**config.mk**
```make
export PLATFORM = sky130hd
export DESIGN_NAME = pointing_stick_motion_mapper
export DESIGN_NICKNAME = d
export VERILOG_FILES = /design/src/design/psmm_pkg.sv /design/src/design/psmm_ctrl.sv /design/src/design/psmm_dp.sv /design/src/design/pointing_stick_motion_mapper.sv
export SDC_FILE = /design/constraint.sdc
export NUM_CORES = 2
export LEC_CHECK = 0
export ABC_AREA = 1
export BUFFER_PORTS_ARGS = -buffer_cell sky130_fd_sc_hd__buf_2
export CAP_MARGIN = 20
export CORE_ASPECT_RATIO = 1.1
export CORE_MARGIN = 4
export CORE_UTILIZATION = 35
export CTS_CLUSTER_DIAMETER = 120
export DETAILED_ROUTE_END_ITERATION = 10
export GPL_TIMING_DRIVEN = 0
export PLACE_DENSITY_LB_ADDON = 0.25
export SYNTH_ARGS = -nofsm -noshare
export SYNTH_HDL_FRONTEND = slang
export SYNTH_HIERARCHICAL = 1
export SYNTH_SLANG_ARGS = --single-unit
export TNS_END_PERCENT = 5
```
**constraint.sdc**
```tcl
create_clock -name clock -period 11.2 [get_ports clock]
set_input_delay 2.24 -clock clock [delete_from_list [all_inputs] [get_ports clock]]
set_output_delay 2.24 -clock clock [all_outputs]
set_load 0.01 [all_outputs]
```
**src/design/psmm_pkg.sv**
```systemverilog
// ----------------------------------------------------------------------------
// psmm_pkg
// shared types, codes and tables of the pointing stick motion mapper
// ----------------------------------------------------------------------------
`default_nettype none

package psmm_pkg;

   localparam int unsigned SPEED_TABLE_DEPTH = 64;
   localparam logic [7:0]  HDR_MAGIC         = 8'h50;
   localparam logic [9:0]  FACTOR_UNITY      = 10'd256;
   localparam logic [15:0] RECIP_TEN         = 16'd52429;  // 2^19 / 10, rounded up
   localparam logic [15:0] WDOG_RESET        = 16'd200;

   // configuration register indexes
   localparam logic REG_ACCEL_EN = 1'b0;
   localparam logic REG_WDOG     = 1'b1;

   // event kinds
   typedef enum logic [2:0] {
      EV_RIGHT  = 3'd0,
      EV_LEFT   = 3'd1,
      EV_DOWN   = 3'd2,
      EV_UP     = 3'd3,
      EV_REL_X  = 3'd4,
      EV_REL_Y  = 3'd5,
      EV_HWHEEL = 3'd6,
      EV_WHEEL  = 3'd7
   } ev_kind_type;

   typedef enum logic [2:0] {
      ST_IDLE,
      ST_CHECK,
      ST_DIV,
      ST_MUL_A,
      ST_MUL_B,
      ST_MUL_C,
      ST_FIN,
      ST_EMIT
   } state_type;

   // acceleration factor in q2.8, indexed by speed in q2.4
   localparam logic [9:0] ACCEL_TABLE [SPEED_TABLE_DEPTH] = '{
      10'd256, 10'd261, 10'd265, 10'd270, 10'd275, 10'd279, 10'd284, 10'd289,
      10'd294, 10'd300, 10'd305, 10'd310, 10'd316, 10'd321, 10'd327, 10'd333,
      10'd339, 10'd345, 10'd351, 10'd357, 10'd363, 10'd370, 10'd376, 10'd383,
      10'd390, 10'd397, 10'd404, 10'd411, 10'd418, 10'd425, 10'd433, 10'd441,
      10'd448, 10'd456, 10'd464, 10'd472, 10'd481, 10'd489, 10'd498, 10'd507,
      10'd516, 10'd525, 10'd534, 10'd544, 10'd553, 10'd563, 10'd573, 10'd583,
      10'd593, 10'd604, 10'd614, 10'd625, 10'd636, 10'd648, 10'd659, 10'd671,
      10'd682, 10'd695, 10'd707, 10'd719, 10'd732, 10'd745, 10'd758, 10'd768
   };

   // controller to datapath
   typedef struct packed {
      logic load;
      logic commit;
      logic div_start;
      logic div_step;
      logic mul_a;
      logic mul_b;
      logic mul_c;
      logic fin;
      logic advance;
   } cmd_type;

   // datapath to controller
   typedef struct packed {
      logic drop;
      logic mouse;
      logic accel_need;
      logic key_none;
      logic div_last;
      logic ev_final;
   } stat_type;

endpackage

`default_nettype wire

```
**src/design/psmm_ctrl.sv**
```systemverilog
// ----------------------------------------------------------------------------
// psmm_ctrl
// sequencer: check, speed division, mouse scaling, then event emission
// ----------------------------------------------------------------------------
`default_nettype none

module psmm_ctrl (
   input  wire                 clock,
   input  wire                 reset,
   input  wire                 req_tvalid,
   output logic                req_tready,
   output logic                rsp_tvalid,
   input  wire                 rsp_tready,
   input  psmm_pkg::stat_type  stat,
   output psmm_pkg::cmd_type   cmd
);
   import psmm_pkg::*;

   state_type state_ff, state_in;

   // next state
   always_comb begin
      state_in = state_ff;
      case (state_ff)
         ST_IDLE:  if (req_tvalid) state_in = ST_CHECK;
         ST_CHECK: begin
            if (stat.drop)            state_in = ST_IDLE;
            else if (stat.mouse)      state_in = stat.accel_need ? ST_DIV : ST_MUL_A;
            else if (stat.key_none)   state_in = ST_IDLE;
            else                      state_in = ST_EMIT;
         end
         ST_DIV:   if (stat.div_last) state_in = ST_MUL_A;
         ST_MUL_A: state_in = ST_MUL_B;
         ST_MUL_B: state_in = ST_MUL_C;
         ST_MUL_C: state_in = ST_FIN;
         ST_FIN:   state_in = ST_EMIT;
         ST_EMIT:  if (rsp_tready && stat.ev_final) state_in = ST_IDLE;
         default:  state_in = ST_IDLE;
      endcase
   end

   always_ff @(posedge clock) begin
      if (reset) state_ff <= ST_IDLE;
      else       state_ff <= state_in;
   end

   // outputs
   always_comb begin
      cmd            = '0;
      req_tready     = (state_ff == ST_IDLE);
      rsp_tvalid     = (state_ff == ST_EMIT);
      cmd.load       = (state_ff == ST_IDLE) && req_tvalid;
      cmd.commit     = (state_ff == ST_CHECK) && !stat.drop;
      cmd.div_start  = cmd.commit && stat.mouse && stat.accel_need;
      cmd.div_step   = (state_ff == ST_DIV);
      cmd.mul_a      = (state_ff == ST_MUL_A);
      cmd.mul_b      = (state_ff == ST_MUL_B);
      cmd.mul_c      = (state_ff == ST_MUL_C);
      cmd.fin        = (state_ff == ST_FIN);
      cmd.advance    = (state_ff == ST_EMIT) && rsp_tready && !stat.ev_final;
   end

`ifndef SYNTHESIS
   a_no_overlap: assert property (@(posedge clock) disable iff (reset)
      !(req_tready && rsp_tvalid))
      else $error("input taken while results pending");
   a_drop_idle: assert property (@(posedge clock) disable iff (reset)
      (state_ff == ST_CHECK && stat.drop) |=> (state_ff == ST_IDLE))
      else $error("dropped report did not return to idle");
   a_fin_emit: assert property (@(posedge clock) disable iff (reset)
      cmd.fin |=> rsp_tvalid)
      else $error("mouse result not presented");
`endif

endmodule

`default_nettype wire

```
**src/design/psmm_dp.sv**
```systemverilog
// ----------------------------------------------------------------------------
// psmm_dp
// datapath: report registers, speed divider, scaling multipliers, event list
// ----------------------------------------------------------------------------
`default_nettype none

module psmm_dp (
   input  wire                 clock,
   input  wire                 reset,
   input  wire  [103:0]        req_tdata,
   input  wire                 csr_valid,
   input  wire                 csr_index,
   input  wire  [15:0]         csr_data,
   input  psmm_pkg::cmd_type   cmd,
   output psmm_pkg::stat_type  stat,
   output logic [15:0]         rsp_tdata,
   output logic [2:0]          rsp_tuser,
   output logic                rsp_tlast
);
   import psmm_pkg::*;

   // configuration
   logic        accel_en_ff;
   logic [15:0] wdog_ff;

   always_ff @(posedge clock) begin
      if (reset) begin
         accel_en_ff <= 1'b1;
         wdog_ff     <= WDOG_RESET;
      end else if (csr_valid) begin
         if (csr_index == REG_ACCEL_EN) accel_en_ff <= csr_data[0];
         else                           wdog_ff     <= csr_data;
      end
   end

   // report capture
   logic [7:0]        hdr_ff;
   logic signed [7:0] dx_ff, dy_ff;
   logic              ok_ff, arrow_ff, scroll_ff, slow_ff, caps_ff;
   logic [31:0]       irq_ff, now_ff;
   logic [7:0]        bright_ff;

   always_ff @(posedge clock) begin
      if (cmd.load) begin
         hdr_ff    <= req_tdata[7:0];
         dx_ff     <= req_tdata[15:8];
         dy_ff     <= req_tdata[23:16];
         ok_ff     <= req_tdata[24];
         irq_ff    <= req_tdata[56:25];
         now_ff    <= req_tdata[88:57];
         arrow_ff  <= req_tdata[89];
         scroll_ff <= req_tdata[90];
         slow_ff   <= req_tdata[91];
         caps_ff   <= req_tdata[92];
         bright_ff <= req_tdata[100:93];
      end
   end

   // service time of the last accepted report
   logic [31:0] last_svc_ff;

   always_ff @(posedge clock) begin
      if (reset)           last_svc_ff <= '0;
      else if (cmd.commit) last_svc_ff <= now_ff;
   end

   // checks and magnitudes
   logic [31:0] wd_delay, svc_delta;
   logic [7:0]  absx, absy;
   logic [8:0]  dist_sum;
   logic        mode_arrow, mode_scroll, movx, movy;

   assign wd_delay    = now_ff - irq_ff;
   assign svc_delta   = now_ff - last_svc_ff;
   assign absx        = dx_ff[7] ? 8'(-dx_ff) : dx_ff;
   assign absy        = dy_ff[7] ? 8'(-dy_ff) : dy_ff;
   assign dist_sum    = {1'b0, absx} + {1'b0, absy};
   assign mode_arrow  = arrow_ff;
   assign mode_scroll = !arrow_ff && (scroll_ff || caps_ff);
   assign movx        = (absx >= 8'd2);
   assign movy        = (absy >= 8'd2);

   // speed divider, one quotient bit a cycle, bit 6 marks saturation
   logic [12:0] rem_ff, rem_in;
   logic [31:0] den_ff;
   logic [6:0]  quo_ff;
   logic [2:0]  cnt_ff;
   logic [37:0] trial;
   logic        fit;

   assign trial = {6'd0, den_ff} << cnt_ff;
   assign fit   = {25'd0, rem_ff} >= trial;
   assign rem_in = fit ? (rem_ff - trial[12:0]) : rem_ff;

   always_ff @(posedge clock) begin
      if (cmd.div_start) begin
         rem_ff <= {dist_sum, 4'd0};
         den_ff <= (svc_delta == 32'd0) ? 32'd1 : svc_delta;
         quo_ff <= '0;
         cnt_ff <= 3'd6;
      end else if (cmd.div_step) begin
         rem_ff <= rem_in;
         quo_ff <= {quo_ff[5:0], fit};
         cnt_ff <= cnt_ff - 3'd1;
      end
   end

   // acceleration factor
   logic [5:0] speed;
   logic [9:0] factor;
   logic       accel_need;

   assign accel_need = accel_en_ff && (dist_sum != 9'd0);
   assign speed      = quo_ff[6] ? 6'(SPEED_TABLE_DEPTH - 1) : quo_ff[5:0];
   assign factor     = accel_need ? ACCEL_TABLE[speed] : FACTOR_UNITY;

   // scaling chain: |d|*(30+b), times factor, divide by 10240 via reciprocal
   logic [16:0] pa_x_ff, pa_y_ff;
   logic [26:0] pb_x_ff, pb_y_ff;
   logic [30:0] pc_x_ff, pc_y_ff;
   logic [8:0]  gain;

   assign gain = 9'd30 + {1'b0, bright_ff};

   always_ff @(posedge clock) begin
      if (cmd.mul_a) begin
         pa_x_ff <= 17'(absx * gain);
         pa_y_ff <= 17'(absy * gain);
      end
      if (cmd.mul_b) begin
         pb_x_ff <= 27'(pa_x_ff * factor);
         pb_y_ff <= 27'(pa_y_ff * factor);
      end
      if (cmd.mul_c) begin
         pc_x_ff <= 31'(pb_x_ff[24:10] * RECIP_TEN);
         pc_y_ff <= 31'(pb_y_ff[24:10] * RECIP_TEN);
      end
   end

   logic [11:0] mq_x, mq_y;
   logic [12:0] mv_x, mv_y;

   assign mq_x = slow_ff ? {1'b0, pc_x_ff[30:20]} : pc_x_ff[30:19];
   assign mq_y = slow_ff ? {1'b0, pc_y_ff[30:20]} : pc_y_ff[30:19];
   // output is the negated motion
   assign mv_x = dx_ff[7] ? {1'b0, mq_x} : 13'(-{1'b0, mq_x});
   assign mv_y = dy_ff[7] ? {1'b0, mq_y} : 13'(-{1'b0, mq_y});

   // wheel steps, a move of 2 or more that rounds to zero gives one step
   logic [2:0]  hq;
   logic [3:0]  vq;
   logic [12:0] hmag, vmag, hwheel, wheel;

   assign hq     = absx[7:5];
   assign vq     = absy[7:4];
   assign hmag   = !movx ? 13'd0 : (hq == 3'd0) ? 13'd1 : {10'd0, hq};
   assign vmag   = !movy ? 13'd0 : (vq == 4'd0) ? 13'd1 : {9'd0, vq};
   assign hwheel = dx_ff[7] ? hmag : 13'(-hmag);
   assign wheel  = dy_ff[7] ? 13'(-vmag) : vmag;

   // event list
   logic [2:0]  kind_ff [4];
   logic        press_ff [4];
   logic [12:0] val_ff [4];
   logic        sync_ff [4];
   logic [2:0]  n_ff;
   logic [1:0]  idx_ff;
   ev_kind_type kx, ky;
   logic [1:0]  yslot;

   assign kx    = dx_ff[7] ? EV_LEFT : EV_RIGHT;
   assign ky    = dy_ff[7] ? EV_UP : EV_DOWN;
   assign yslot = movx ? 2'd2 : 2'd0;

   always_ff @(posedge clock) begin
      if (cmd.commit && mode_arrow) begin
         // y key pair fills the slots from yslot upward
         for (int i = 0; i < 4; i++) begin
            press_ff[i] <= ~i[0];
            val_ff[i]   <= '0;
            sync_ff[i]  <= 1'b1;
            kind_ff[i]  <= (movy && (2'(i) >= yslot)) ? ky : kx;
         end
         n_ff <= {movx && movy, movx != movy, 1'b0};
      end else if (cmd.commit && mode_scroll) begin
         kind_ff[0]  <= EV_HWHEEL;
         press_ff[0] <= 1'b0;
         val_ff[0]   <= hwheel;
         sync_ff[0]  <= 1'b0;
         kind_ff[1]  <= EV_WHEEL;
         press_ff[1] <= 1'b0;
         val_ff[1]   <= wheel;
         sync_ff[1]  <= 1'b1;
         n_ff        <= 3'd2;
      end else if (cmd.fin) begin
         kind_ff[0]  <= EV_REL_X;
         press_ff[0] <= 1'b0;
         val_ff[0]   <= mv_x;
         sync_ff[0]  <= 1'b0;
         kind_ff[1]  <= EV_REL_Y;
         press_ff[1] <= 1'b0;
         val_ff[1]   <= mv_y;
         sync_ff[1]  <= 1'b1;
         n_ff        <= 3'd2;
      end
   end

   always_ff @(posedge clock) begin
      if (reset)            idx_ff <= '0;
      else if (cmd.commit)  idx_ff <= '0;
      else if (cmd.advance) idx_ff <= idx_ff + 2'd1;
   end

   // result payload
   assign rsp_tuser = kind_ff[idx_ff];
   assign rsp_tdata = {1'b0, sync_ff[idx_ff], val_ff[idx_ff], press_ff[idx_ff]};
   assign rsp_tlast = ({1'b0, idx_ff} == n_ff - 3'd1);

   // status
   always_comb begin
      stat.drop       = (wd_delay > {16'd0, wdog_ff}) || !ok_ff || (hdr_ff != HDR_MAGIC);
      stat.mouse      = !mode_arrow && !mode_scroll;
      stat.accel_need = accel_need;
      stat.key_none   = mode_arrow && !movx && !movy;
      stat.div_last   = (cnt_ff == 3'd0);
      stat.ev_final   = rsp_tlast;
   end

endmodule

`default_nettype wire

```
**src/design/pointing_stick_motion_mapper.sv**
```systemverilog
// ----------------------------------------------------------------------------
// pointing_stick_motion_mapper
// turns pointing stick motion reports into key, wheel and relative events
//
//   channel | ports                               | carries
//   --------+-------------------------------------+-------------------------
//   req     | req_tvalid/tready/tdata             | one motion report
//   rsp     | rsp_tvalid/tready/tdata/tuser/tlast | one event, up to 4 each
//   csr     | csr_valid/ready/index/data          | register write
//
// a report is checked in the cycle after its transfer; arrow and scroll
// reports then present events at once; mouse reports first pass the speed
// division when acceleration applies, then states MUL_A, MUL_B, MUL_C, FIN.
// one report is in flight at a time; the event list waits on rsp_tready.
// synchronous reset restores register defaults and clears the service time.
// ----------------------------------------------------------------------------
`default_nettype none

module pointing_stick_motion_mapper (
   input  wire          clock,
   input  wire          reset,
   input  wire          req_tvalid,
   output logic         req_tready,
   // header_byte, delta_x, delta_y, bus_ok, irq_time_ms, now_ms, arrow_held,
   // scroll_held, slow_held, caps_lock, brightness
   input  wire  [103:0] req_tdata,
   output logic         rsp_tvalid,
   input  wire          rsp_tready,
   // key_pressed, rel_value, sync
   output logic [15:0]  rsp_tdata,
   // event_kind
   output logic [2:0]   rsp_tuser,
   output logic         rsp_tlast,
   input  wire          csr_valid,
   output logic         csr_ready,
   input  wire          csr_index,
   input  wire  [15:0]  csr_data
);
   import psmm_pkg::*;

   cmd_type  cmd;
   stat_type stat;

   assign csr_ready = 1'b1;

   psmm_ctrl u_ctrl (
      .clock      (clock),
      .reset      (reset),
      .req_tvalid (req_tvalid),
      .req_tready (req_tready),
      .rsp_tvalid (rsp_tvalid),
      .rsp_tready (rsp_tready),
      .stat       (stat),
      .cmd        (cmd)
   );

   psmm_dp u_dp (
      .clock     (clock),
      .reset     (reset),
      .req_tdata (req_tdata),
      .csr_valid (csr_valid),
      .csr_index (csr_index),
      .csr_data  (csr_data),
      .cmd       (cmd),
      .stat      (stat),
      .rsp_tdata (rsp_tdata),
      .rsp_tuser (rsp_tuser),
      .rsp_tlast (rsp_tlast)
   );

endmodule

`default_nettype wire
```
# == Yosys cells after proc, flatten, opt, wreduce, memory -nomap -nowiden ==
# Memory sizes are Yosys's and may differ from the RTL's. A register that Yosys moved wholly into a read port is not among the register bits.
# Cells that the tools add are included.
# totals
register_bits,358
ram_bits,72
romBits,640
input_bits,126
output_inout_bits,23
elab_cells,208
memories,5
# classes
addsub,14
mul,6
magnitude_cmp,9
n_eq_ne,13
shift,1
muxes,70
n_bitwise,18
n_reduce_logical,44
# memory_table
name,words,width,read_ports,rd_ports_with_merged_regs,wr,line_no,rtl
(name not given),64,10,1,0,0,psmm_dp.sv:115,assign factor = accel_need ? ACCEL_TABLE[speed] : FACTOR_UNITY;
u_dp.val_ff,4,13,1,1,4,psmm_dp.sv:164,logic [12:0] val_ff [4];
u_dp.kind_ff,4,3,1,1,4,psmm_dp.sv:162,logic [2:0] kind_ff [4];
u_dp.press_ff,4,1,1,1,4,psmm_dp.sv:163,logic press_ff [4];
u_dp.sync_ff,4,1,1,1,4,psmm_dp.sv:165,logic sync_ff [4];
# op_table
operator,n
$mux W13,13
$sub A32 B32 Y32,2
$mul A15 B16 Y31 const B,2
$mux W3,18
$mul A17 B10 Y25,2
$ge A13 B38 Y1,1
$shl A32 B3 Y38,1
$mul A8 B9 Y17,2
$gt A32 B16 Y1,1
$logic_not A32 Y1,1
$mux W10,3
$neg A12 Y13,2
$neg A13 Y13,2
$mux W12,2
$pmux W3 S8,1
$mux W1,20
$logic_and A1 B1 Y1,19
$mux W2,9
$ge A8 B2 Y1 const B,2
$mux W8,2
$neg A8 Y8,2
$or A1 B1 Y1,16
$sub A13 B13 Y13,1
$eq A3 B3 Y1 const B,4
other kinds (28),47

# == Depth between registers and ports, before layout ==
# logic_depth
word_depth,12
depth_mapped,47
ltp_nobuf,46

# == Cells and area by module ==
# The synthesis kept the hierarchy.
# by_module_without_submodules
mod,instances,cells_per_inst,area_each_um2,seq_area_each_um2
psmm_dp,1,5048,41539.8,9359.0
psmm_ctrl,1,57,302.8,60.1
pointing_stick_motion_mapper,1,2,11.3,0.0

# == Worst setup path after synthesis ==
# OpenSTA, ideal clock, no wires.
# synth_timing
path_kind,reg-to-reg
start,register u_dp.dx_ff[0]
end,register u_dp.pb_x_ff[24] (data pin)
t_arrival_ns,7.418
t_required_ns,10.948
slack_ns,3.530
path_stages_with_launch,43
cell_sequence,edfxtp_1 > inv_1 > ha_1 > inv_1 > nor2_1 > inv_1 > nor2_1 > nand2_1 > xor2_1 > nand2_1 > o21ai_2 > clkinv_1 > ha_1 > nand2_1 > inv_1 > a21oi_1 > nand2_1 > nand2_1 > (+7 left out) > nand2_1 > fa_1 > fa_1 > inv_1 > fa_1 > fa_1 > inv_1 > fa_1 > inv_1 > ha_1 > a21oi_1 > o21ai_0 > a21oi_1 > nor2_1 > a2111oi_0 > nand2_1 > nand2_1 > nand2_1
# synth_via
elab_chain_cells,7
# synth_lines
element,line_no,rtl
start: declaration,psmm_dp.sv:38,"logic signed [7:0] dx_ff, dy_ff;"
start signal: assignment,psmm_dp.sv:46,dx_ff <= req_tdata[15:8];
$neg A8 Y8,psmm_dp.sv:75,assign absx = dx_ff[7] ? 8'(-dx_ff) : dx_ff;
$mux W8 *,psmm_dp.sv:75,
$add A8 B8 Y9 *,psmm_dp.sv:77,"assign dist_sum = {1'b0, absx} + {1'b0, absy};"
$reduce_bool A9 Y1 *,psmm_dp.sv:113,assign accel_need = accel_en_ff && (dist_sum != 9'd0);
$logic_and A1 B1 Y1 *,psmm_dp.sv:113,
$mux W10 *,psmm_dp.sv:115,
$mul A17 B10 Y25 *,psmm_dp.sv:131,pb_x_ff <= 27'(pa_x_ff * factor);
end signal: assignment,psmm_dp.sv:131,
end: declaration,psmm_dp.sv:119,"logic [26:0] pb_x_ff, pb_y_ff;"
# Mark *: on every way between the ends. The rest lies on a longest branch, timed or not.
# A chain may end at the register's enable or synchronous reset.

# == Final worst setup path ==
# layout_timing
start,register u_dp.dx_ff[0]
end,register u_dp.pb_y_ff[22] (data pin)
# layout_via
elab_chain_cells,7
# layout_lines
element,line_no,rtl
$neg A8 Y8,psmm_dp.sv:75,
$mux W8 *,psmm_dp.sv:75,
$add A8 B8 Y9 *,psmm_dp.sv:77,
$reduce_bool A9 Y1 *,psmm_dp.sv:113,
$logic_and A1 B1 Y1 *,psmm_dp.sv:113,
named net u_dp.accel_need,psmm_dp.sv:111,logic accel_need;
$mux W10 *,psmm_dp.sv:115,
$mul A17 B10 Y25 *,psmm_dp.sv:132,pb_y_ff <= 27'(pa_y_ff * factor);
end signal: assignment,psmm_dp.sv:132,
end: declaration,psmm_dp.sv:119,
# The timed path passes the listed nets; every way through them passes the cells marked *.

==> results.md <==
- Cell mode on critical path: nand2_1
- Die area: 125000 um^2
- Layout cells sized above 1: 0.0640
- Final WS setup: 0.730 ns
- Post-DRT Antenna Nets: 0
- Routability Congestion: 0.911
- Worst slew pin tran: 1.19 ns
- Setup bufs post-CTS: 0
- Setup TNS Final: 0 ns
- Final Skew: 0.0676 ns
- Starting density of the core: 0.354
- Hold buffers post-CTS: 0
- Most frequent cells in the layout: inv_1, nand2_1, nor2_1
- CP max-delay cell: clkinv_1
- Synthesized flop and latch total: 340
- HP Class: flop to flop
- Number of I/O pins: 149
- First-pass iteration count of the detailed router: 7
- Via density: 4.91
- Syn avg cell area: 8.20 um^2
- Die Ht: 371 um
- Final Instance Area: 46300 um^2
- CP peak stage delay: 0.61 ns
- Post-Syn Area: 41900 um^2
- Number of global-route vias before repair: 34557
- Max-slew headroom: 0.200
- Final worst-path cycle share: 0.935
- Worst Path Required: 11.55 ns
- Routed wire length per instance: 16.6 um
- Clock Pin Slew Worst Setup and Hold Paths: 0.06 ns
- GRT Util Overall: 0.184
- DR iter-0 viols: 2209
- Register area share after synthesis: 0.225
- Tmin final: 10.47 ns
- Setup repair after global routing missed its margin: no
- Max Fanout on Critical Path: 10
- Cell variety after synth: 66
- Area grow syn2layout: 10.5%
- Post-Place Cell Area: 44600 um^2
- Initial antenna violation count: 13
- Leading cell type in the layout, fill and taps excluded: inv_1
- Mapped Cells: 5107
- Final-report hold violation count: 0
- PortBufs: 143
- Clk Latency, worst-skew pair: 0.64 ns
- GRT Residual Overflow: 0
- TritonCTS clock tree: built
- CTS Sinks: 340
- Largest net degree at the start of global routing: 36
- YS warnings: 6
- Worst Path Arrival: 10.82 ns
- Final setup violation count: 0
- Crit path kind: flop to flop
- Critical Path Start Type: flop
- Asr flop ratio synth: 0
- Final #Nets: 6390
- CTS root buf: clkbuf_16
- Worst slack, placed: 0.834 ns
- Die X: 338 um
- Fmax: 95.5 MHz
- Final Max Tran Viols: 0
- Drt total wl: 114000 um
- Num rows: 132
- Worst setup EP type: flop
- Post-route DRC: 0
- CTS Buffer Depth: 3
- Placed wire-length estimate: 96200 um
- Mapped Nets: 6191
- Via count: 33824
- Inserted Clock Buffers: 44
- Max-Cap Viols: 0
- Post-synth EDFFs: 261
- H-tree level count: 2
- Status: completed
- Global-route wire length before repair: 184000 um
- Most used flip-flop cell after synthesis: edfxtp_1
- Core Area: 118000 um^2
- Post_cts resized: 0
## metal layers
layer / routed length, um / part of all wire / track usage / vias to the layer above
li1: - / - / - / 16779
met1: 50000 / 0.44 / 0.236 / 16127
met2: 54700 / 0.48 / 0.317 / 725
met3: 5560 / 0.049 / 0.0284 / 183
met4: 3910 / 0.034 / 0.0593 / 10
met5: 64 / 0.00056 / 0 / -
## Yosys cell counts, types with 11 or more instances
master | instances | share of area
xnor2_1 | 45 | 0.0094
o21ai_0 | 275 | 0.033
nand3_1 | 142 | 0.017
a211oi_1 | 11 | 0.0020
o21bai_1 | 12 | 0.0022
fa_1 | 438 | 0.21
ha_1 | 520 | 0.16
o21a_1 | 11 | 0.0020
xor2_1 | 95 | 0.020
a21oi_1 | 339 | 0.041
nor2_1 | 524 | 0.047
inv_1 | 1005 | 0.090
o211ai_1 | 17 | 0.0030
buf_2 | 16 | 0.0019
edfxtp_1 | 261 | 0.19
a31oi_1 | 18 | 0.0027
or2_2 | 33 | 0.0049
nor4_1 | 25 | 0.0037
o31ai_1 | 11 | 0.0020
nand2_2 | 12 | 0.0018
nor3_1 | 55 | 0.0066
nand4_1 | 38 | 0.0057
dfxtp_1 | 79 | 0.038
clkbuf_1 | 60 | 0.0054
a21o_1 | 16 | 0.0029
nand2_1 | 914 | 0.082
## worst max-delay path: cells and delay by family (launching register included)
family | cells | cell delay, ns
buffers and inverters | 12 | 2.07
and+or+nand+nor | 18 | 2.33
adders and majority gates | 8 | 3.76
DFF | 1 | 0.55
xor gates and xnor gates | 1 | 0.13
AOI/OAI and AO/OA | 5 | 1.35
## through the flow
step	hold slack (ns)	instances	utilization
floorplan	0.400	5107	-
global placement	0.408	6791	0.376
detailed placement	0.412	6799	0.378
CTS	0.427	6881	0.391
global route	0.448	6885	0.391
finish	0.434	6889	0.391
## state kept, by name, summed over array words and instances, names as in the netlist, 12 cells and up, named ones only
signal	flops
u_dp/rem_ff	13
u_dp/pc_y_ff	12
u_dp/last_svc_ff	32
u_dp/pa_x_ff	17
u_dp/pa_y_ff	17
u_dp/pc_x_ff	12
u_dp/den_ff	32
u_dp/pb_x_ff	15
u_dp/wdog_ff	16
u_dp/irq_ff	32
u_dp/now_ff	32
u_dp/val_ff	26
u_dp/pb_y_ff	15
## logic make-up (layout without fill, tap and decap cells)
| group | count (synthesis) | in the layout | share of synthesized area |
|---|---|---|---|
| other | 2 | 8 | 0.000179 |
| AND/OR/NAND/NOR | 1779 | 1779 | 0.177 |
| buffers and inverters | 1122 | 1357 | 0.102 |
| AO/OA/AOI/OAI | 758 | 758 | 0.0990 |
| adder cells (fa/ha/maj) | 958 | 958 | 0.365 |
| flip-flops | 340 | 340 | 0.225 |
| multiplexers | 7 | 7 | 0.00167 |
| XOR/XNOR | 141 | 141 | 0.0297 |
## layout make-up
class                   count  area (um^2)
diodes                      6         15.0
well taps                1541         1930
plain buffers              97          439
flip-flops and latches    340         9420
clock buffers              51         1150
clock inverters            31          422
fillers                 12236        72000
repair buffers            153          880
multi-input cells        3645        28200
inverters                1025         3850
## path summary, 6_finish.rpt
kind / cells after the start / to / from / slack (ns)
setup / recovery: 44 / u_dp/pb_y_ff[22]$_DFFE_PP_ / u_dp/dx_ff[0]$_DFFE_PP_ / 0.73
setup reg to reg: 44 / u_dp/pb_y_ff[22]$_DFFE_PP_ / u_dp/dx_ff[0]$_DFFE_PP_ / 0.73
hold reg to reg: 2 / u_dp/press_ff[2]$_DFF_P_ / u_dp/press_ff[2]$_DFF_P_ / 0.43
hold / removal: 2 / u_dp/press_ff[2]$_DFF_P_ / u_dp/press_ff[2]$_DFF_P_ / 0.43
Power is left out: the tool's default activity adds up to more than one toggle a clock period on the data nets, which glitch-free logic cannot reach.
